`src/assert_macros.svh`:
```
// assertion helpers for the rtl files, included by ifp_back
// both expect clk and rst_n in the scope where they are used
`ifndef ASSERT_MACROS_SVH
`define ASSERT_MACROS_SVH

// same-cycle implication
`define ASSERT_IMPLIES(lbl, ante, cons, msg) \
  lbl: assert property (@(posedge clk) disable iff (!rst_n) (ante) |-> (cons)) \
    else $error(msg);

// next-cycle implication
`define ASSERT_NEXT(lbl, ante, cons, msg) \
  lbl: assert property (@(posedge clk) disable iff (!rst_n) (ante) |=> (cons)) \
    else $error(msg);

`endif

```
`src/ifp_pkg.sv`:
```
package ifp_pkg;

  // frame layout
  localparam int FRAME_BYTES  = 11;
  localparam int SAMPLE_BYTES = 6;
  localparam logic [3:0] LAST_POS   = 4'(FRAME_BYTES - 1);
  localparam logic [3:0] SAMPLE_END = 4'd7;

  localparam logic [7:0] HEAD_BYTE  = 8'h55;
  localparam logic [7:0] TYPE_ACCEL = 8'h51;
  localparam logic [7:0] TYPE_GYRO  = 8'h52;
  localparam logic [7:0] TYPE_ANGLE = 8'h53;

  // input word function codes
  localparam logic [1:0] FUNC_BYTE     = 2'd0;
  localparam logic [1:0] FUNC_LINE_ERR = 2'd1;
  localparam logic [1:0] FUNC_TICK     = 2'd2;

  // frame kinds as carried through the queue
  localparam logic [1:0] KIND_ACCEL = 2'd0;
  localparam logic [1:0] KIND_GYRO  = 2'd1;
  localparam logic [1:0] KIND_ANGLE = 2'd2;

  // result event codes
  localparam logic [2:0] EV_ACCEL  = 3'd0;
  localparam logic [2:0] EV_GYRO   = 3'd1;
  localparam logic [2:0] EV_ANGLE  = 3'd2;
  localparam logic [2:0] EV_BADSUM = 3'd3;
  localparam logic [2:0] EV_STALE  = 3'd4;

  // register indexes
  localparam logic [1:0] REG_NEGATE_MASK   = 2'd0;
  localparam logic [1:0] REG_ROLL_OFFSET   = 2'd1;
  localparam logic [1:0] REG_PITCH_OFFSET  = 2'd2;
  localparam logic [1:0] REG_STALE_TIMEOUT = 2'd3;

  // register reset values
  localparam logic [2:0]  NEGATE_MASK_RST   = 3'd3;
  localparam logic [12:0] ROLL_OFFSET_RST   = 13'h1F66;
  localparam logic [12:0] PITCH_OFFSET_RST  = 13'd117;
  localparam logic [15:0] STALE_TIMEOUT_RST = 16'd500;

  localparam logic [15:0] AGE_MAX = 16'hFFFF;

  typedef enum logic [1:0] {
    JOB_FRAME,
    JOB_BADSUM,
    JOB_TICK
  } job_kind_t;

  // work handed from the framing front to the back
  typedef struct packed {
    job_kind_t                         kind;
    logic [1:0]                        frame_kind;
    logic [SAMPLE_BYTES-1:0][7:0]      samples;
  } job_t;

  typedef struct packed {
    logic [2:0]         event_res;
    logic signed [16:0] vec_x;
    logic signed [16:0] vec_y;
    logic signed [16:0] vec_z;
    logic               data_valid;
    logic [31:0]        good_frames;
    logic [31:0]        bad_checksums;
  } result_t;

  typedef struct packed {
    logic [2:0]         negate_mask;
    logic signed [12:0] roll_offset;
    logic signed [12:0] pitch_offset;
    logic [15:0]        stale_timeout;
  } cfg_t;

endpackage

```
`src/ifp_fifo.sv`:
```
module ifp_fifo #(
  parameter int DATA_W = 8,
  parameter int DEPTH  = 2
) (
  input  logic              clk,
  input  logic              rst_n,
  input  logic              push,
  input  logic [DATA_W-1:0] wdata,
  output logic              full,
  input  logic              pop,
  output logic [DATA_W-1:0] rdata,
  output logic              empty
);

  localparam int AW = $clog2(DEPTH);
  localparam int CW = $clog2(DEPTH + 1);

  logic [DATA_W-1:0] mem_r [DEPTH];
  logic [AW-1:0]     wr_ptr_r, wr_ptr_nxt;
  logic [AW-1:0]     rd_ptr_r, rd_ptr_nxt;
  logic [CW-1:0]     count_r, count_nxt;
  logic              do_push, do_pop;

  assign full    = (count_r == CW'(DEPTH));
  assign empty   = (count_r == '0);
  assign do_push = push && !full;
  assign do_pop  = pop && !empty;
  assign rdata   = mem_r[rd_ptr_r];

  // pointer and fill count update
  always_comb begin
    wr_ptr_nxt = wr_ptr_r;
    rd_ptr_nxt = rd_ptr_r;
    count_nxt  = count_r;
    if (do_push) begin
      wr_ptr_nxt = (wr_ptr_r == AW'(DEPTH - 1)) ? '0 : wr_ptr_r + 1'b1;
    end
    if (do_pop) begin
      rd_ptr_nxt = (rd_ptr_r == AW'(DEPTH - 1)) ? '0 : rd_ptr_r + 1'b1;
    end
    if (do_push && !do_pop) begin
      count_nxt = count_r + 1'b1;
    end else if (do_pop && !do_push) begin
      count_nxt = count_r - 1'b1;
    end
  end

  always_ff @(posedge clk) begin
    if (!rst_n) begin
      wr_ptr_r <= '0;
      rd_ptr_r <= '0;
      count_r  <= '0;
    end else begin
      wr_ptr_r <= wr_ptr_nxt;
      rd_ptr_r <= rd_ptr_nxt;
      count_r  <= count_nxt;
    end
  end

  // storage, no reset needed
  always_ff @(posedge clk) begin
    if (do_push) begin
      mem_r[wr_ptr_r] <= wdata;
    end
  end

endmodule

```
`src/ifp_front.sv`:
```
module ifp_front (
  input  logic          clk,
  input  logic          rst_n,
  input  logic          push,
  input  logic [1:0]    func,
  input  logic [7:0]    data_byte,
  output logic          full,
  output logic          job_push,
  output ifp_pkg::job_t job,
  input  logic          job_full
);

  logic [3:0] pos_r, pos_nxt;
  logic [1:0] kind_r, kind_nxt;
  logic [7:0] sum_r, sum_nxt;
  logic [ifp_pkg::SAMPLE_BYTES-1:0][7:0] samples_r;
  logic       accept;
  logic       store_en;
  logic [2:0] store_idx;
  logic [7:0] sum_add;
  logic       is_type;

  assign full      = job_full;
  assign accept    = push && !job_full;
  assign sum_add   = sum_r + data_byte;
  assign store_idx = pos_r[2:0] - 3'd2;
  assign is_type   = (data_byte == ifp_pkg::TYPE_ACCEL) ||
                     (data_byte == ifp_pkg::TYPE_GYRO)  ||
                     (data_byte == ifp_pkg::TYPE_ANGLE);

  // framing: header sync, type check, payload collection, checksum; line errors and ticks
  always_comb begin
    pos_nxt  = pos_r;
    kind_nxt = kind_r;
    sum_nxt  = sum_r;
    store_en = 1'b0;
    job_push = 1'b0;
    job.kind       = ifp_pkg::JOB_TICK;
    job.frame_kind = kind_r;
    job.samples    = samples_r;
    if (accept) begin
      case (func)
        ifp_pkg::FUNC_BYTE: begin
          if (pos_r == 4'd0) begin
            if (data_byte == ifp_pkg::HEAD_BYTE) begin
              pos_nxt = 4'd1;
              sum_nxt = data_byte;
            end
          end else if (pos_r == 4'd1) begin
            if (is_type) begin
              kind_nxt = data_byte[1:0] - ifp_pkg::TYPE_ACCEL[1:0];
              sum_nxt  = sum_add;
              pos_nxt  = 4'd2;
            end else if (data_byte == ifp_pkg::HEAD_BYTE) begin
              pos_nxt = 4'd1;
              sum_nxt = data_byte;
            end else begin
              pos_nxt = 4'd0;
            end
          end else if (pos_r >= ifp_pkg::LAST_POS) begin
            // checksum byte closes the frame
            pos_nxt  = 4'd0;
            job_push = 1'b1;
            job.kind = (sum_r == data_byte) ? ifp_pkg::JOB_FRAME : ifp_pkg::JOB_BADSUM;
          end else begin
            store_en = (pos_r <= ifp_pkg::SAMPLE_END);
            sum_nxt  = sum_add;
            pos_nxt  = pos_r + 4'd1;
          end
        end
        ifp_pkg::FUNC_LINE_ERR: begin
          pos_nxt = 4'd0;
        end
        ifp_pkg::FUNC_TICK: begin
          job_push = 1'b1;
          job.kind = ifp_pkg::JOB_TICK;
        end
        default: begin
        end
      endcase
    end
  end

  always_ff @(posedge clk) begin
    if (!rst_n) begin
      pos_r  <= '0;
      kind_r <= '0;
      sum_r  <= '0;
    end else begin
      pos_r  <= pos_nxt;
      kind_r <= kind_nxt;
      sum_r  <= sum_nxt;
    end
  end

  // sample bytes of the frame in progress
  always_ff @(posedge clk) begin
    if (store_en) begin
      samples_r[store_idx] <= data_byte;
    end
  end

endmodule

```
`src/ifp_back.sv`:
```
`include "assert_macros.svh"

module ifp_back (
  input  logic             clk,
  input  logic             rst_n,
  input  ifp_pkg::cfg_t    cfg,
  input  logic             job_empty,
  input  ifp_pkg::job_t    job,
  output logic             job_pop,
  output logic             res_push,
  output ifp_pkg::result_t res,
  input  logic             res_full
);

  logic        valid_r, valid_nxt;
  logic        seen_gyro_r, seen_gyro_nxt;
  logic        seen_angle_r, seen_angle_nxt;
  logic        seen_update_r, seen_update_nxt;
  logic [15:0] age_r, age_nxt;
  logic [31:0] good_r, good_nxt;
  logic [31:0] bad_r, bad_nxt;
  logic [15:0] age_inc;
  logic        is_angle;
  logic signed [16:0] vx, vy, vz;

  // sign-extend, optional negate, optional offset subtract
  function automatic logic signed [16:0] axis_value(
    input logic [15:0]        raw,
    input logic               neg,
    input logic signed [12:0] off,
    input logic               use_off
  );
    logic signed [16:0] v;
    logic signed [16:0] o;
    v = 17'(signed'(raw));
    o = use_off ? 17'(off) : 17'sd0;
    if (neg) begin
      v = -v;
    end
    return v - o;
  endfunction

  assign job_pop  = !job_empty && !res_full;
  assign is_angle = (job.frame_kind == ifp_pkg::KIND_ANGLE);
  assign age_inc  = (age_r != ifp_pkg::AGE_MAX) ? age_r + 16'd1 : age_r;

  // vector datapath
  assign vx = axis_value({job.samples[1], job.samples[0]}, cfg.negate_mask[0],
                         cfg.roll_offset, is_angle);
  assign vy = axis_value({job.samples[3], job.samples[2]}, cfg.negate_mask[1],
                         cfg.pitch_offset, is_angle);
  assign vz = axis_value({job.samples[5], job.samples[4]}, cfg.negate_mask[2],
                         13'sd0, 1'b0);

  // state update and result assembly
  always_comb begin
    valid_nxt       = valid_r;
    seen_gyro_nxt   = seen_gyro_r;
    seen_angle_nxt  = seen_angle_r;
    seen_update_nxt = seen_update_r;
    age_nxt         = age_r;
    good_nxt        = good_r;
    bad_nxt         = bad_r;
    res_push        = 1'b0;
    res.event_res   = ifp_pkg::EV_BADSUM;
    res.vec_x       = '0;
    res.vec_y       = '0;
    res.vec_z       = '0;
    if (job_pop) begin
      case (job.kind)
        ifp_pkg::JOB_FRAME: begin
          if (job.frame_kind == ifp_pkg::KIND_ANGLE) begin
            seen_angle_nxt = 1'b1;
          end else if (job.frame_kind == ifp_pkg::KIND_GYRO) begin
            seen_gyro_nxt = 1'b1;
          end
          good_nxt        = good_r + 32'd1;
          valid_nxt       = seen_gyro_nxt || seen_angle_nxt;
          seen_update_nxt = 1'b1;
          age_nxt         = '0;
          res_push        = 1'b1;
          res.event_res   = {1'b0, job.frame_kind};
          res.vec_x       = vx;
          res.vec_y       = vy;
          res.vec_z       = vz;
        end
        ifp_pkg::JOB_BADSUM: begin
          bad_nxt       = bad_r + 32'd1;
          res_push      = 1'b1;
          res.event_res = ifp_pkg::EV_BADSUM;
        end
        ifp_pkg::JOB_TICK: begin
          if (seen_update_r) begin
            age_nxt = age_inc;
            if (valid_r && (age_inc > cfg.stale_timeout)) begin
              valid_nxt     = 1'b0;
              res_push      = 1'b1;
              res.event_res = ifp_pkg::EV_STALE;
            end
          end
        end
        default: begin
        end
      endcase
    end
    res.data_valid    = valid_nxt;
    res.good_frames   = good_nxt;
    res.bad_checksums = bad_nxt;
  end

  always_ff @(posedge clk) begin
    if (!rst_n) begin
      valid_r       <= 1'b0;
      seen_gyro_r   <= 1'b0;
      seen_angle_r  <= 1'b0;
      seen_update_r <= 1'b0;
      age_r         <= '0;
      good_r        <= '0;
      bad_r         <= '0;
    end else begin
      valid_r       <= valid_nxt;
      seen_gyro_r   <= seen_gyro_nxt;
      seen_angle_r  <= seen_angle_nxt;
      seen_update_r <= seen_update_nxt;
      age_r         <= age_nxt;
      good_r        <= good_nxt;
      bad_r         <= bad_nxt;
    end
  end

  // checks
  `ASSERT_IMPLIES(a_valid_needs_seen, valid_r, seen_update_r && (seen_gyro_r || seen_angle_r), "valid without a seen gyro or angle frame")
  `ASSERT_NEXT(a_stale_clears_valid, res_push && (res.event_res == ifp_pkg::EV_STALE), !valid_r, "stale event left valid set")
  `ASSERT_NEXT(a_frame_resets_age, job_pop && (job.kind == ifp_pkg::JOB_FRAME), (age_r == 16'd0) && (good_r == $past(good_r) + 32'd1), "good frame did not restart age or count")
  `ASSERT_IMPLIES(a_push_needs_pop, res_push, job_pop && !res_full, "result pushed without a job")

endmodule

```
`src/imu_frame_parser.sv`:
```
// imu_frame_parser: framing and decode of a serial inertial sensor stream
//
// input queue: one word per accepted push (push high, full low) carries func
// and data_byte: a received byte, a line error that restarts framing, or a
// millisecond tick. result queue: while empty is low the oldest result is on
// the out_ ports and pop takes it. a result comes from the checksum byte of a
// frame (good or bad) and from the tick on which the data goes stale.
// apb port: four registers at byte addresses 0, 4, 8, 12, written in the
// access phase, pready tied high, reads return the stored value.
// a checksum byte or a tick becomes a job in the job queue, and the back writes
// any result into the output queue. throughput: one word per cycle while full
// is low, set by the combinational framing step and the one-job-per-cycle back.
// a job queue of JOB_DEPTH words sits between front and back and an output
// queue of OUT_DEPTH results after the back; when pop stays low these fill
// and full rises, so no word is lost.
// reset (rst_n low, synchronous) drops any frame in progress, clears flags,
// age and counters, empties both queues and loads register defaults.
module imu_frame_parser #(
  parameter int JOB_DEPTH = 4,
  parameter int OUT_DEPTH = 2
) (
  input  logic               clk,
  input  logic               rst_n,
  // input words
  input  logic               push,
  output logic               full,
  input  logic [1:0]         in_func,
  input  logic [7:0]         in_data_byte,
  // results
  output logic               empty,
  input  logic               pop,
  output logic [2:0]         out_event_res,
  output logic signed [16:0] out_vec_x,
  output logic signed [16:0] out_vec_y,
  output logic signed [16:0] out_vec_z,
  output logic               out_data_valid,
  output logic [31:0]        out_good_frames,
  output logic [31:0]        out_bad_checksums,
  // register port
  input  logic               psel,
  input  logic               penable,
  input  logic               pwrite,
  input  logic [3:0]         paddr,
  input  logic [31:0]        pwdata,
  output logic [31:0]        prdata,
  output logic               pready
);

  ifp_pkg::cfg_t    cfg_r, cfg_nxt;
  ifp_pkg::job_t    job_in, job_out;
  ifp_pkg::result_t res_in, res_out;
  logic             job_push, job_full, job_pop, job_empty;
  logic             res_push, res_full;
  logic [1:0]       reg_idx;
  logic             reg_wr;

  assign pready  = 1'b1;
  assign reg_idx = paddr[3:2];
  assign reg_wr  = psel && penable && pwrite;

  // register writes
  always_comb begin
    cfg_nxt = cfg_r;
    if (reg_wr) begin
      case (reg_idx)
        ifp_pkg::REG_NEGATE_MASK:   cfg_nxt.negate_mask   = pwdata[2:0];
        ifp_pkg::REG_ROLL_OFFSET:   cfg_nxt.roll_offset   = pwdata[12:0];
        ifp_pkg::REG_PITCH_OFFSET:  cfg_nxt.pitch_offset  = pwdata[12:0];
        ifp_pkg::REG_STALE_TIMEOUT: cfg_nxt.stale_timeout = pwdata[15:0];
        default: begin
        end
      endcase
    end
  end

  always_ff @(posedge clk) begin
    if (!rst_n) begin
      cfg_r.negate_mask   <= ifp_pkg::NEGATE_MASK_RST;
      cfg_r.roll_offset   <= ifp_pkg::ROLL_OFFSET_RST;
      cfg_r.pitch_offset  <= ifp_pkg::PITCH_OFFSET_RST;
      cfg_r.stale_timeout <= ifp_pkg::STALE_TIMEOUT_RST;
    end else begin
      cfg_r <= cfg_nxt;
    end
  end

  // register reads
  always_comb begin
    case (reg_idx)
      ifp_pkg::REG_NEGATE_MASK:   prdata = {29'd0, cfg_r.negate_mask};
      ifp_pkg::REG_ROLL_OFFSET:   prdata = {19'd0, cfg_r.roll_offset};
      ifp_pkg::REG_PITCH_OFFSET:  prdata = {19'd0, cfg_r.pitch_offset};
      ifp_pkg::REG_STALE_TIMEOUT: prdata = {16'd0, cfg_r.stale_timeout};
      default:                    prdata = '0;
    endcase
  end

  // framing front
  ifp_front u_front (
    .clk       (clk),
    .rst_n     (rst_n),
    .push      (push),
    .func      (in_func),
    .data_byte (in_data_byte),
    .full      (full),
    .job_push  (job_push),
    .job       (job_in),
    .job_full  (job_full)
  );

  // job queue between front and back
  ifp_fifo #(
    .DATA_W ($bits(ifp_pkg::job_t)),
    .DEPTH  (JOB_DEPTH)
  ) u_job_q (
    .clk   (clk),
    .rst_n (rst_n),
    .push  (job_push),
    .wdata (job_in),
    .full  (job_full),
    .pop   (job_pop),
    .rdata (job_out),
    .empty (job_empty)
  );

  // decode and status back
  ifp_back u_back (
    .clk       (clk),
    .rst_n     (rst_n),
    .cfg       (cfg_r),
    .job_empty (job_empty),
    .job       (job_out),
    .job_pop   (job_pop),
    .res_push  (res_push),
    .res       (res_in),
    .res_full  (res_full)
  );

  // output queue
  ifp_fifo #(
    .DATA_W ($bits(ifp_pkg::result_t)),
    .DEPTH  (OUT_DEPTH)
  ) u_out_q (
    .clk   (clk),
    .rst_n (rst_n),
    .push  (res_push),
    .wdata (res_in),
    .full  (res_full),
    .pop   (pop),
    .rdata (res_out),
    .empty (empty)
  );

  assign out_event_res     = res_out.event_res;
  assign out_vec_x         = res_out.vec_x;
  assign out_vec_y         = res_out.vec_y;
  assign out_vec_z         = res_out.vec_z;
  assign out_data_valid    = res_out.data_valid;
  assign out_good_frames   = res_out.good_frames;
  assign out_bad_checksums = res_out.bad_checksums;

endmodule
```
`config.mk`:
```
export PLATFORM = sky130hd
export DESIGN_NAME = imu_frame_parser
export DESIGN_NICKNAME = d
export VERILOG_FILES = /design/src/ifp_pkg.sv /design/src/ifp_fifo.sv /design/src/ifp_front.sv /design/src/ifp_back.sv /design/src/imu_frame_parser.sv
export VERILOG_INCLUDE_DIRS = /design/src /design/src/src
export SDC_FILE = /design/constraint.sdc
export NUM_CORES = 1
export LEC_CHECK = 0
export BUFFER_PORTS_ARGS = -buffer_cell sky130_fd_sc_hd__buf_2
export CAP_MARGIN = 20
export CORE_MARGIN = 10
export CORE_UTILIZATION = 45
export CTS_CLUSTER_SIZE = 24
export DETAILED_ROUTE_END_ITERATION = 8
export SETUP_SLACK_MARGIN = 0.2
export SLEW_MARGIN = 0
export SYNTH_ARGS = -nofsm -noshare
export SYNTH_HDL_FRONTEND = slang
export SYNTH_SLANG_ARGS = --single-unit
```
`constraint.sdc`:
```
create_clock -name clk -period 11.66 [get_ports clk]
set_input_delay 0.583 -clock clk [delete_from_list [all_inputs] [get_ports clk]]
set_output_delay 0.583 -clock clk [all_outputs]
set_load 0.005 [all_outputs]
```
# After elaboration in Yosys (flattened, before gate mapping)
# Memory sizes are Yosys's and may differ from the RTL's. A register that Yosys moved wholly into a read port is not among the register bits.
# Index checks and enable logic that the tools add are counted.
word_totals:
  register_bits: 202
  latch_bits: 0
  ramBits: 446
  mem_bits_ro: 0
  input_bits: 53
  output_inout_bits: 154
  word_cells: 202
  n_memories: 2
mem_list:
  columns: ["name", "words", "width", "read_ports", "rd_ports_with_merged_regs", "write_ports", "line_no", "rtl"]
  rows:
  - ["u_out_q.mem_r", 2, 119, 1, 1, 1, "ifp_fifo.sv:18", "logic [DATA_W-1:0] mem_r [DEPTH];"]
  - ["u_job_q.mem_r", 4, 52, 1, 1, 1, "ifp_fifo.sv:18", null]
op_classes:
  addsub: 20
  multipliers: 0
  div: 0
  magnitude_cmp: 5
  eq_ne: 23
  shifts: 0
  muxes: 80
  n_bitwise: 1
  reduce_logical: 45
ops:
  columns: ["operator", "count"]
  rows:
  - ["2-to-1 mux 32 bit", 4]
  - ["one-hot mux 32 bit (4 select lines)", 1]
  - ["2-to-1 mux 17 bit", 5]
  - ["adder 32 x 1 -> 32 bit (second input constant)", 2]
  - ["2-to-1 mux 54 bit", 1]
  - ["2-to-1 mux 51 bit", 1]
  - ["negator 16 -> 17 bit", 3]
  - ["bitwise mux 48 bit", 1]
  - ["2-to-1 mux 8 bit", 6]
  - ["subtractor 17 bit", 2]
  - ["== test 8 x 7 -> 1 bit (second input constant)", 4]
  - ["2-to-1 mux 1 bit", 32]
  - ["2-to-1 mux 16 bit", 2]
  - ["one-hot mux 16 bit (2 select lines)", 1]
  - ["demux 8 bit (select 3 bit)", 1]
  - ["2-to-1 mux 2 bit", 11]
  - ["2-to-1 mux 4 bit", 5]
  - ["adder 16 x 1 -> 16 bit (second input constant)", 1]
  - ["== test 2 bit (second input constant)", 8]
  - ["> comparator 16 bit", 1]
  - ["inequality test 16 bit (second input constant)", 1]
  - ["logical AND 1 bit", 14]
  - ["2-to-1 mux 3 bit", 4]
  - ["AND reduction 2 bit", 5]
  - ["32 further kinds", 58]

# Logic depth before layout (Yosys ltp)
# Gate-level depths: netlist of run 1.
depth:
  ltp_word: 13
  mapped_depth: 19
  ltp_nobuf: 18

# Modules after synthesis
# From an unflattened synthesis of run 1, not the netlist that was laid out.
unflattened:
  cells_unflattened: 2099
  hier_area_um2: 29032.8
by_module_without_submodules:
  columns: ["module", "instances", "cells_per_inst", "area_per_inst_um2", "seq_area_each_um2"]
  rows:
  - ["ifp_fifo at u_out_q", 1, 395, 8856.0, 7247.0]
  - ["ifp_fifo at u_job_q", 1, 323, 8045.2, 6426.2]
  - ["ifp_back", 1, 937, 7119.3, 1681.6]
  - ["ifp_front", 1, 201, 2746.4, 1721.7]
  - ["imu_frame_parser", 1, 243, 2265.9, 900.9]

# Worst setup path after synthesis of run 1
# No wires, ideal clock.
synth_path:
  path_type: "register to register"
  startpoint: "reg u_back.age_r[0]"
  endpoint: "mem u_out_q.mem_r[1][0] (netlist bit) (enable)"
  setup_ns: 0.612
  arrival_time_ns: 8.434
  t_required_ns: 11.048
  slack_ns: 2.614
  stages_incl_launch_ff: 15
  path_buffers: 0
  period_less_slack_ns: 9.046
  path_cell_list: "dfxtp_1 -> ha_1 -> nand3_1 -> nor4_1 -> nand2_1 -> nand2_1 -> o21ai_0 -> ha_1 -> nor2b_1 -> o211ai_1 -> a21oi_1 -> o21ai_0 -> a2111oi_2 -> a31oi_1 -> nor2b_1"
synth_via:
  elab_chain_cells: 11
  elab_cells_between_ends: 12
  classes_between: "add/sub (1); order compare (1); eq/ne (1); mux (7); reduce/logical (2)"
synth_lines:
  columns: ["item", "line_no", "rtl"]
  rows:
  - ["from (decl)", "ifp_back.sv:19", "logic [15:0] age_r, age_nxt;"]
  - ["from (signal assigned)", "ifp_back.sv:125", "age_r <= age_nxt;"]
  - ["adder 16 x 1 -> 16 bit or inequality test 16 bit (tied branches)", "ifp_back.sv:45", "assign age_inc = (age_r != ifp_pkg::AGE_MAX) ? age_r + 16'd1 : age_r;"]
  - ["2-to-1 mux 16 bit *", "ifp_back.sv:45", null]
  - ["> comparator 16 bit *", "ifp_back.sv:95", "if (valid_r && (age_inc > cfg.stale_timeout)) begin"]
  - ["logical AND 1 bit *", "ifp_back.sv:95", null]
  - ["2-to-1 mux 1 bit *", "ifp_back.sv:95", null]
  - ["2-to-1 mux 1 bit *", "ifp_back.sv:93", "if (seen_update_r) begin"]
  - ["one-hot mux 1 bit (2 select lines) *", "ifp_back.sv:70", "case (job.kind)"]
  - ["2-to-1 mux 1 bit *", "ifp_back.sv:69", "if (job_pop) begin"]
  - ["logical AND 1 bit *", "ifp_fifo.sv:26", "assign do_push = push && !full;"]
  - ["2-to-1 mux 1 bit *", "ifp_fifo.sv:62", "if (do_push) begin"]
  - ["2-to-1 mux 1 bit (implied by the code) *", "ifp_fifo.sv:63", "mem_r[wr_ptr_r] <= wdata;"]
  - ["to (decl)", "ifp_fifo.sv:18", null]
# Mark *: on every way between the ends. The rest lies on a longest branch, timed or not.

# Worst setup path after layout of run 1
layout_path:
  startpoint: "reg u_back.age_r[0]"
  endpoint: "mem u_out_q.mem_r[1][78] (netlist bit) (enable)"
# Same word-level chain as after synthesis.

==> results of run 1 <==
## through the flow
step	utilization, %	setup slack (ns)	total power [mW]	cell area [um2]
5_1_grt	51.7	4.60	7.25	32600
2_1_floorplan	-	2.61	4.17	28800
4_1_cts	51.7	5.28	6.96	32600
3_5_place_dp	48.2	5.31	4.80	30400
6_report	51.7	5.23	6.87	32600
3_3_place_gp	48.2	5.38	4.77	30400
## where the power goes
group	leakage (nW)	total (mW)	internal (mW)	switching, mW
clock	1.10	2.14	1.25	0.899
sequential	5.81	2.79	2.70	0.0879
combinational	4.71	1.94	0.832	1.11
## final cells by class
type,count,area share (%)
sequential,651,55.1
multi-input combinational,1346,31.1
clock buffer,93,5.79
tap,846,3.24
timing repair buffer,188,3.01
clock inverter,39,1.08
inverter,58,0.667
## worst paths after layout
check	startpoint	end	slack [ns]	depth (start not counted)
worst max-delay path	u_back.age_r[0]$_SDFFE_PN0P_	u_out_q.mem_r[1][78]$_DFFE_PP_	5.23	16
worst min-delay path	pwdata[4]	cfg_r[20]$_SDFFE_PN1P_	0.23	3
worst max register to register	u_back.age_r[0]$_SDFFE_PN0P_	u_out_q.mem_r[1][78]$_DFFE_PP_	5.23	16
worst min register to register	u_back.age_r[8]$_SDFFE_PN0P_	u_back.age_r[8]$_SDFFE_PN0P_	0.46	2
## sequential cells by signal, indices dropped and copies added (netlist names), 2 cells and up, named ones only
signal	cells
u_back.bad_r	32
u_back.good_r	32
u_out_q.mem_r	238
u_job_q.rd_ptr_r	2
u_front.job	48
u_front.pos_r	4
u_front.sum_r	8
u_out_q.count_r	2
u_back.age_r	16
u_job_q.count_r	3
u_job_q.wr_ptr_r	2
u_front.kind_r	2
cfg_r	45
u_job_q.mem_r	208
## cell usage after synthesis, types with 4 or more instances
master / count
mux4_1: 5
nor3_1: 33
and2_1: 81
nor2_1: 129
or2_2: 8
edfxtp_1: 494
mux4_2: 50
xor2_1: 47
dfxtp_1: 157
a31oi_1: 11
xnor2_1: 97
o21a_1: 10
or3_1: 7
nand3_1: 59
o21ai_0: 58
buf_2: 7
inv_1: 57
nor2b_1: 15
mux2i_1: 14
a22oi_1: 4
buf_1: 10
a22o_1: 12
or4_1: 4
nor4_1: 14
buf_4: 18
and3_1: 20
clkbuf_1: 59
o41ai_1: 4
a211oi_1: 7
o211ai_1: 10
mux2_2: 132
fa_1: 4
buf_6: 4
nand2_1: 204
nand4_1: 33
a311oi_1: 5
nor3b_1: 7
nand2b_1: 18
a21oi_1: 72
ha_1: 75
a21o_1: 16
o31ai_1: 12
o31a_1: 4
## worst min-delay path: cells and delay by family
| family | cells | cell delay (ns) |
|---|---|---|
| buffers and inverters | 1 | 0.10 |
| and+or+nand+nor | 2 | 0.11 |
## logic make-up (layout without fill, tap and decap cells)
logic type / count (synthesis) / in the layout / synth area share (%)
AOI/OAI and AO/OA: 250 / 250 / 5.60
xor gates and xnor gates: 144 / 144 / 4.39
adders and majority gates: 79 / 79 / 3.55
buffers and inverters: 156 / 378 / 2.41
DFF: 651 / 651 / 62.6
muxes: 201 / 201 / 10.0
other: 2 / 17 / 0.0261
and+or+nand+nor: 655 / 655 / 11.4
## routing by layer
metal	share of wire, %	up-vias	GRT usage (%)	wire [um]
li1	-	8231	-	-
met1	44	8505	22.9	29100
met2	47	408	27.9	31000
met3	4.8	91	2.95	3120
met4	3.3	2	7.37	2190
met5	0.017	-	0	11
==> flow_summary.ini, run 1 <==
[placed_design]
placed_cells = 3089
port_buffers = 171
gp_congestion = 0.874
hpwl_mm = 43.9

[yosys]
synth_seq_cells = 651
avgSynthCellArea_um2 = 13.4
yosysWarningCount = 0
netlist.area_leader.share_pct = 51.6
yosysSeqAreaShare_pct = 62.6
ys_top_cells_by_area = edfxtp_1 (52%), dfxtp_1 (11%), mux2_2 (5.2%), mux4_2 (3.9%), ha_1 (3.3%)
syn_area_mm2 = 0.0287
synthArstFlopShare_pct = 0
synth_edf_count = 494
synth.distinct_cells = 76
syn_inst = 2138
synthFlopType = edfxtp_1
yosys.area.top_type = edfxtp_1

[routing]
drc = 0
vias_per_cell = 5.35
drt_iter0_drc = 1217
first_pass_iters = 6
wl_per_cell_um = 20.3
ant_nets = 0
vias = 17237
wl_mm = 65.4

[cells_and_area]
final_cell_mix = edfxtp_1 (494), nand2_1 (204), buf_2 (171)
syn2layout_area_growth_pct = 13.6
num_antenna_cells = 0
final_common_cell = edfxtp_1
fin_cells = 3221
regArea_mm2 = 0.0180
multi_input_area_mm2 = 0.0101
fillCellCount = 5403
layout-drive-gt1-share_pct = 21.9
final_nets = 2448

[clock_tree]
clkTransAtPathRegs_ns = 0.06
post_cts_resize_count = 0
htreeDepth = 3
cts_buffers = 71
hold_buffers = 0
insertion_delay_ns = 0.60
ctsRootBufferMaster = clkbuf_16
cts_setup_buffers = 0
clock-sinks = 651
clock_path_buffers = 3
cts_tree = built

[critical_path]
slowest_stage = buf_4
end_kind = flop
crit_fanout = 74
arrival_ns = 6.64
path_cells = ha_1 > nand3_1 > nor4_1 > nand2_1 > nand2_1 > o21ai_0 > ha_1 > nor2b_1 > o211ai_1 > a21oi_1 > o21ai_0 > a2111oi_2 > a31oi_1 > nor2b_4 > buf_4 > buf_4
cpLargestDelayFamily = simple AND/OR/NAND/NOR gates
required_ns = 11.87
critPathBufInv = 2
critPathKind = flop to flop
crit_path_max_incr_delay_ns = 0.88
critPathLaunchType = flop

[sta]
worst_pin_slew_ns = 1.11
setup_tns_ns = 0
finalClockSkew_ns = 0.0224
max_freq_mhz = 156
fin_hold_ws_ns = 0.229
worst_slew_margin_rel_pct = 26.2
fin_crit_sh_pct = 55.1
rsz0062_at_grt = false
fin_crit_ns = 6.43
hold_viol = 0
finalMaxSlewViolations = 0
finalSetupViolCount = 0

[global_routing]
grt_pass1_vias = 17270
grt_overflow = 0
grt_max_degree = 97
track_usage_pct = 17.3
grt_pass1_wl_mm = 101
antenna_found_initial = 2

[die]
die_h_um = 273
die_x_um = 273
io_pins = 207
initial_core_util_pct = 45.5
core_area_mm2 = 0.0631
core.rowCount = 92
die_area_mm2 = 0.0743

[min_path]
min_path_type = primary input to flop

[power_and_ir_drop]
leakage_nw = 11.6
p_per_area_mw_per_mm2 = 211
max-vdd-ir-drop_mv = 0.0969

[run]
maxCapViolCount = 0

[status]
status = complete, no violations
Note: power is estimated with default switching activity, not from simulation.
==> run 2: changes to the inputs <==
==> constraint.sdc (replaced) <==
create_clock -name clk -period 5.2 [get_ports clk]
set_input_delay 0.26 -clock clk [delete_from_list [all_inputs] [get_ports clk]]
set_output_delay 0.26 -clock clk [all_outputs]
set_load 0.005 [all_outputs]
==> run 2 against run 1 <==
- clock power grew 120%
- global-route usage up 0.21 points
- total power is 120% higher
- die area stayed put
- core utilization up 0.45 points
- flip-flop and latch count unchanged
- critical path depth down 1
- critical path type unchanged
- critical endpoint is now u_out_q.mem_r[0][98]$_DFFE_PP_
==> flow_summary.ini, run 2 (same netlist as run 1, synthesis figures left out) <==
[status]
status = complete, no violations

[critical_path]
path_cells = buf_12 > mux4_2 > inv_1 > nand2_1 > or3_1 > o31ai_1 > xnor2_1 > ha_1 > a21oi_1 > o2111ai_1 > a311oi_1 > nor2_1 > a211oi_1 > xnor2_1 > nor2_1
crit_path_max_incr_delay_ns = 0.60
critPathBufInv = 2
critPathLaunchType = flop
arrival_ns = 4.88
end_kind = flop
crit_fanout = 50
cpLargestDelayFamily = compound AO/OA/AOI/OAI gates
required_ns = 5.51
slowest_stage = mux4_2
critPathKind = flop to flop

[power_and_ir_drop]
leakage_nw = 11.7
design_power_total_mw = 15.3
max-vdd-ir-drop_mv = 0.217
p_per_area_mw_per_mm2 = 466

[routing]
vias = 17386
vias_per_cell = 5.37
wl_mm = 66.2
drt_iter0_drc = 1122
wl_per_cell_um = 20.4
first_pass_iters = 5
drc = 0
ant_nets = 0

[global_routing]
antenna_found_initial = 2
track_usage_pct = 17.5
grt_max_degree = 89
grt_pass1_vias = 17487
grt_pass1_wl_mm = 102
grt_overflow = 0

[sta]
setup_tns_ns = 0
worst_pin_slew_ns = 1.08
finalSetupViolCount = 0
fin_crit_sh_pct = 87.9
worst_slew_margin_rel_pct = 27.7
finalClockSkew_ns = 0.0229
fin_hold_ws_ns = 0.0644
finalMaxSlewViolations = 0
max_freq_mhz = 219
fin_crit_ns = 4.57
hold_viol = 0
rsz0062_at_grt = false

[cells_and_area]
final_cell_mix = edfxtp_1 (494), nand2_1 (202), buf_2 (171)
num_antenna_cells = 0
largest_register = u_out_q.mem_r
syn2layout_area_growth_pct = 14.6
final_util_pct = 52.2
fillCellCount = 5444
final_common_cell = edfxtp_1
final_nets = 2471
largest_register_ffs = 238
layout-drive-gt1-share_pct = 21.9

[clock_tree]
clock-sinks = 651
clkTransAtPathRegs_ns = 0.06
insertion_delay_ns = 0.60
htreeDepth = 3
clock_path_buffers = 3
cts_buffers = 70
cts_tree = built
ctsRootBufferMaster = clkbuf_16

[die]
io_pins = 207
core_area_mm2 = 0.0631
die_area_mm2 = 0.0743
die_x_um = 273
die_h_um = 273
core.rowCount = 92
initial_core_util_pct = 45.5

[placed_design]
gp_congestion = 0.859
hpwl_mm = 45.2
port_buffers = 171

[run]
maxCapViolCount = 0

[min_path]
min_path_type = primary input to flop
-- run 2: changes by cell type in the layout (fill, tap and decap cells not counted), sizes merged --
cell and change:
dlygate4sd3 +16, buf +8, clkinv -5, clkbuf +4
bufinv -2, inv -2
-- run 2: stage by stage --
stage / worst slack [ns] / area, um2 / std cells
floorplan: 0.181 / 28900 / 2153
global placement: 0.638 / 30600 / 3097
detailed placement: 0.624 / 30600 / 3097
CTS: 0.609 / 32900 / 3240
global route: 0.231 / 32900 / 3240
finish: 0.630 / 32900 / 3240
-- run 2: cell type report --
cell class / count / area, um2 / share of cell area (%)
clock buffer: 97 / 1930 / 5.85
clock inverter: 30 / 221 / 0.673
inverter: 58 / 218 / 0.661
multi-input combinational: 1346 / 10200 / 31.1
sequential: 651 / 18000 / 54.6
tap: 846 / 1060 / 3.22
timing repair buffer: 212 / 1270 / 3.85
-- run 2: metal layers --
layer	global-route usage, %	routed length, um
met1	23.0	29200
met2	28.9	32100
met3	3.11	3060
met4	6.35	1810
met5	0	7
-- run 2: power by group --
part	internal, mW	switching [mW]	leakage, nW	total, mW
sequential	6.04	0.123	5.81	6.16
combinational	1.92	2.59	4.85	4.50
clock	2.70	1.96	1.03	4.66
total	10.7	4.67	11.7	15.3
-- run 2: worst paths after layout --
check	slack [ns]	startpoint	endpoint	cells past startpoint
worst min-delay path	0.06	in_data_byte[6]	u_front.job[30]$_DFFE_PP_	1
worst max-delay path	0.63	flop	u_out_q.mem_r[0][98]$_DFFE_PP_	15
worst max register to register	0.63	flop	u_out_q.mem_r[0][98]$_DFFE_PP_	15
worst min register to register	0.46	u_back.age_r[8]$_SDFFE_PN0P_	u_back.age_r[8]$_SDFFE_PN0P_	2
-- run 2: timing repair --
item,4_1_cts,5_1_grt
hold endpoints to repair,45,0
gates resized for setup,0,0
buffers inserted,0,0
hold buffers,16,0
==> run 3: changes to the inputs <==
--- a/config.mk
+++ b/config.mk
@@ -6,6 +6,7 @@
 export SDC_FILE = /design/constraint.sdc
 export NUM_CORES = 1
 export LEC_CHECK = 0
+export ABC_AREA = 1
 export BUFFER_PORTS_ARGS = -buffer_cell sky130_fd_sc_hd__buf_2
 export CAP_MARGIN = 20
 export CORE_MARGIN = 10
==> run 3 against run 2 <==
- area after synthesis grew 7.0%
- die area grew 6.5%
- synthesized cell count grew 45%
- clock-buffer cell count shrank 10
- clock power grew 13%
- via count grew 27%
- global-route usage grew 1.8 points
- critical path type unchanged
==> flow_summary.ini, run 3 <==
[status]
status = complete, no violations

[critical_path]
cpLargestDelayFamily = simple AND/OR/NAND/NOR gates
critPathBufInv = 0
regToRegEndpoint = u_out_q.count_r[1]$_SDFFE_PN0P_
r2r_cells = 19
path_cells = ha_1 > nand3_2 > nor2_2 > nand2_1 > nor2_1 > nand2_1 > nor2_1 > a21oi_1 > ha_1 > nand2_1 > nor4_1 > a21oi_1 > nand3_1 > nand2_1 > ha_1 > a21oi_1 > o21ai_0 > o21ai_0 > a21oi_1
worstReg2RegStart = u_back.age_r[0]$_SDFFE_PN0P_
end_kind = flop
required_ns = 5.70
slowest_stage = nor4_1
arrival_ns = 4.84
crit_path_max_incr_delay_ns = 0.54
critPathKind = flop to flop
ff2ff_setup_slack_ns = 0.85
critPathLaunchType = flop
crit_fanout = 6

[routing]
wl_mm = 78.0
drt_iter0_drc = 1659
wl_per_cell_um = 18.5
vias_per_cell = 5.25
vias = 22126
first_pass_iters = 5
ant_nets = 0
drc = 0

[cells_and_area]
largest_register = u_out_q.mem_r
regArea_mm2 = 0.0180
layout-drive-gt1-share_pct = 14.7
multi_input_area_mm2 = 0.0113
num_antenna_cells = 0
final_nets = 3412
fillCellCount = 5968
largest_register_ffs = 238
fin_cells = 4211
final_cell_mix = nand2_1 (851), edfxtp_1 (494), inv_1 (236)
fin_area_mm2 = 0.0351
final_common_cell = nand2_1
syn2layout_area_growth_pct = 14.2

[global_routing]
track_usage_pct = 19.3
antenna_found_initial = 2
grt_max_degree = 84
grt_overflow = 0
grt_pass1_vias = 21323
grt_pass1_wl_mm = 121

[clock_tree]
clkTransAtPathRegs_ns = 0.06
cts_tree = built
htreeDepth = 3
cts_buffers = 70
clock_path_buffers = 3
insertion_delay_ns = 0.61
hold_buffers = 16
cts_setup_buffers = 0
ctsRootBufferMaster = clkbuf_16
clock-sinks = 651
post_cts_resize_count = 0

[power_and_ir_drop]
design_power_total_mw = 17.7
p_per_area_mw_per_mm2 = 505
max-vdd-ir-drop_mv = 0.246
leakage_nw = 13.6

[yosys]
yosys.area.top_type = edfxtp_1
yosysSeqAreaShare_pct = 58.5
avgSynthCellArea_um2 = 9.92
synth_seq_cells = 651
synthArstFlopShare_pct = 0
synth_most_common_cell = nand2_1
ys_top_cells_by_area = edfxtp_1 (48%), nand2_1 (10%), dfxtp_1 (10%), mux2_2 (4.4%), a21oi_1 (3.4%)
syn_area_mm2 = 0.0307
yosys-top-cells-count = nand2_1 (851), edfxtp_1 (494), inv_1 (237)
syn_inst = 3100
netlist.area_leader.share_pct = 48.3
synth_edf_count = 494
synth.distinct_cells = 54
yosysWarningCount = 0
synthFlopType = edfxtp_1

[die]
core.rowCount = 95
die_area_mm2 = 0.0792
io_pins = 207
die_x_um = 281
initial_core_util_pct = 45.6
die_h_um = 281
core_area_mm2 = 0.0674

[placed_design]
gp_congestion = 0.884
dp_slack_ns = 0.904
port_buffers = 171
hpwl_mm = 53.7
dpl_cell_area_mm2 = 0.0325
placed_cells = 4065

[sta]
worst_slack_ns = 0.854
worst_slew_margin_rel_pct = 32.4
rsz0062_at_grt = false
max_freq_mhz = 230
finalSetupViolCount = 0
finalClockSkew_ns = 0.0203
setup_tns_ns = 0
fin_crit_sh_pct = 83.6
fin_crit_ns = 4.35
finalMaxSlewViolations = 0
worst_pin_slew_ns = 1.01
hold_viol = 0

[min_path]
min_delay_path_depth = 1
min_path_type = primary input to flop
hp-start = in_data_byte[4]
whs_endpoint = u_front.job[44]$_DFFE_PP_

[run]
maxCapViolCount = 0
[run 3: cell types whose count changed in the layout (fill, tap and decap cells not counted), sizes merged, moves of 15 or more]
cell    change
nand3     +100
nor2b      -15
mux4       -55
nand2b     -18
nor3       +26
and2       -80
a21oi     +135
nand2     +660
xor2       +26
xnor2      -73
nor2       +88
inv       +185
and3       -21
o21ai      +99
[run 3: worst reg2reg max path, cell delays in order (launching register included)]
cell and delay (ns):
dfxtp_1 0.42, ha_1 0.24, nand3_2 0.12, nor2_2 0.17, nand2_1 0.11, nor2_1 0.19, nand2_1 0.16, nor2_1 0.16
a21oi_1 0.12, ha_1 0.29, nand2_1 0.08, nor4_1 0.54, a21oi_1 0.24, nand3_1 0.35, nand2_1 0.24, ha_1 0.36
a21oi_1 0.11, o21ai_0 0.12, o21ai_0 0.16, a21oi_1 0.05
[run 3: area by class of cell]
cell class                      count  area share (%)
Sequential cell                   651            51.2
Tap cell                          873            3.11
Multi-Input combinational cell   2095            32.2
Inverter                          245            2.63
Timing Repair Buffer              217            3.75
Clock inverter                     43            1.60
Clock buffer                       87            5.47
[run 3: logic make-up (layout without fill, tap and decap cells)]
group / count (synthesis) / count (layout) / share of synthesized area (%)
xor gates and xnor gates: 97 / 97 / 2.76
muxes: 119 / 119 / 4.36
and+or+nand+nor: 1352 / 1352 / 18.2
buffers and inverters: 369 / 592 / 5.22
other: 2 / 17 / 0.0244
adders and majority gates: 79 / 79 / 3.31
DFF: 651 / 651 / 58.5
AOI/OAI and AO/OA: 431 / 431 / 7.67
[run 3: metrics by stage]
step                      hold slack [ns]  util [%]
after floorplan                     0.350         -
after global placement              0.433      48.2
after detailed placement            0.446      48.2
after CTS                          0.0121      52.1
after global routing               0.0250      52.1
final                              0.0350      52.1
[run 3: worst max path at each step]
stage / startpoint / endpoint / slack [ns] / cells after the start
2_1_floorplan: u_back.age_r[0]$_SDFFE_PN0P_ / u_out_q.mem_r[1][0]$_DFFE_PP_ / -1.14 / 15
3_3_place_gp: u_back.age_r[0]$_SDFFE_PN0P_ / u_out_q.count_r[1]$_SDFFE_PN0P_ / 0.99 / 22
3_5_place_dp: u_back.age_r[0]$_SDFFE_PN0P_ / u_out_q.count_r[1]$_SDFFE_PN0P_ / 0.90 / 19
4_1_cts: u_back.age_r[0]$_SDFFE_PN0P_ / u_out_q.count_r[1]$_SDFFE_PN0P_ / 0.88 / 19
5_1_grt: u_back.age_r[0]$_SDFFE_PN0P_ / u_out_q.count_r[1]$_SDFFE_PN0P_ / 0.47 / 19
6_report: u_back.age_r[0]$_SDFFE_PN0P_ / u_out_q.count_r[1]$_SDFFE_PN0P_ / 0.85 / 19
[run 3: power breakdown]
part           switching (mW)  internal (mW)
registers               0.249           6.27
logic                    3.86           2.07
clock network            2.07           3.20
[run 3: layer usage]
metal | up-vias | GRT usage, % | part of all wire (%)
met5 | - | 0 | 0
met4 | 0 | 4.92 | 1.6
met3 | 88 | 2.94 | 5.5
met2 | 558 | 31.9 | 47
met1 | 10582 | 26.4 | 46
li1 | 10898 | - | -
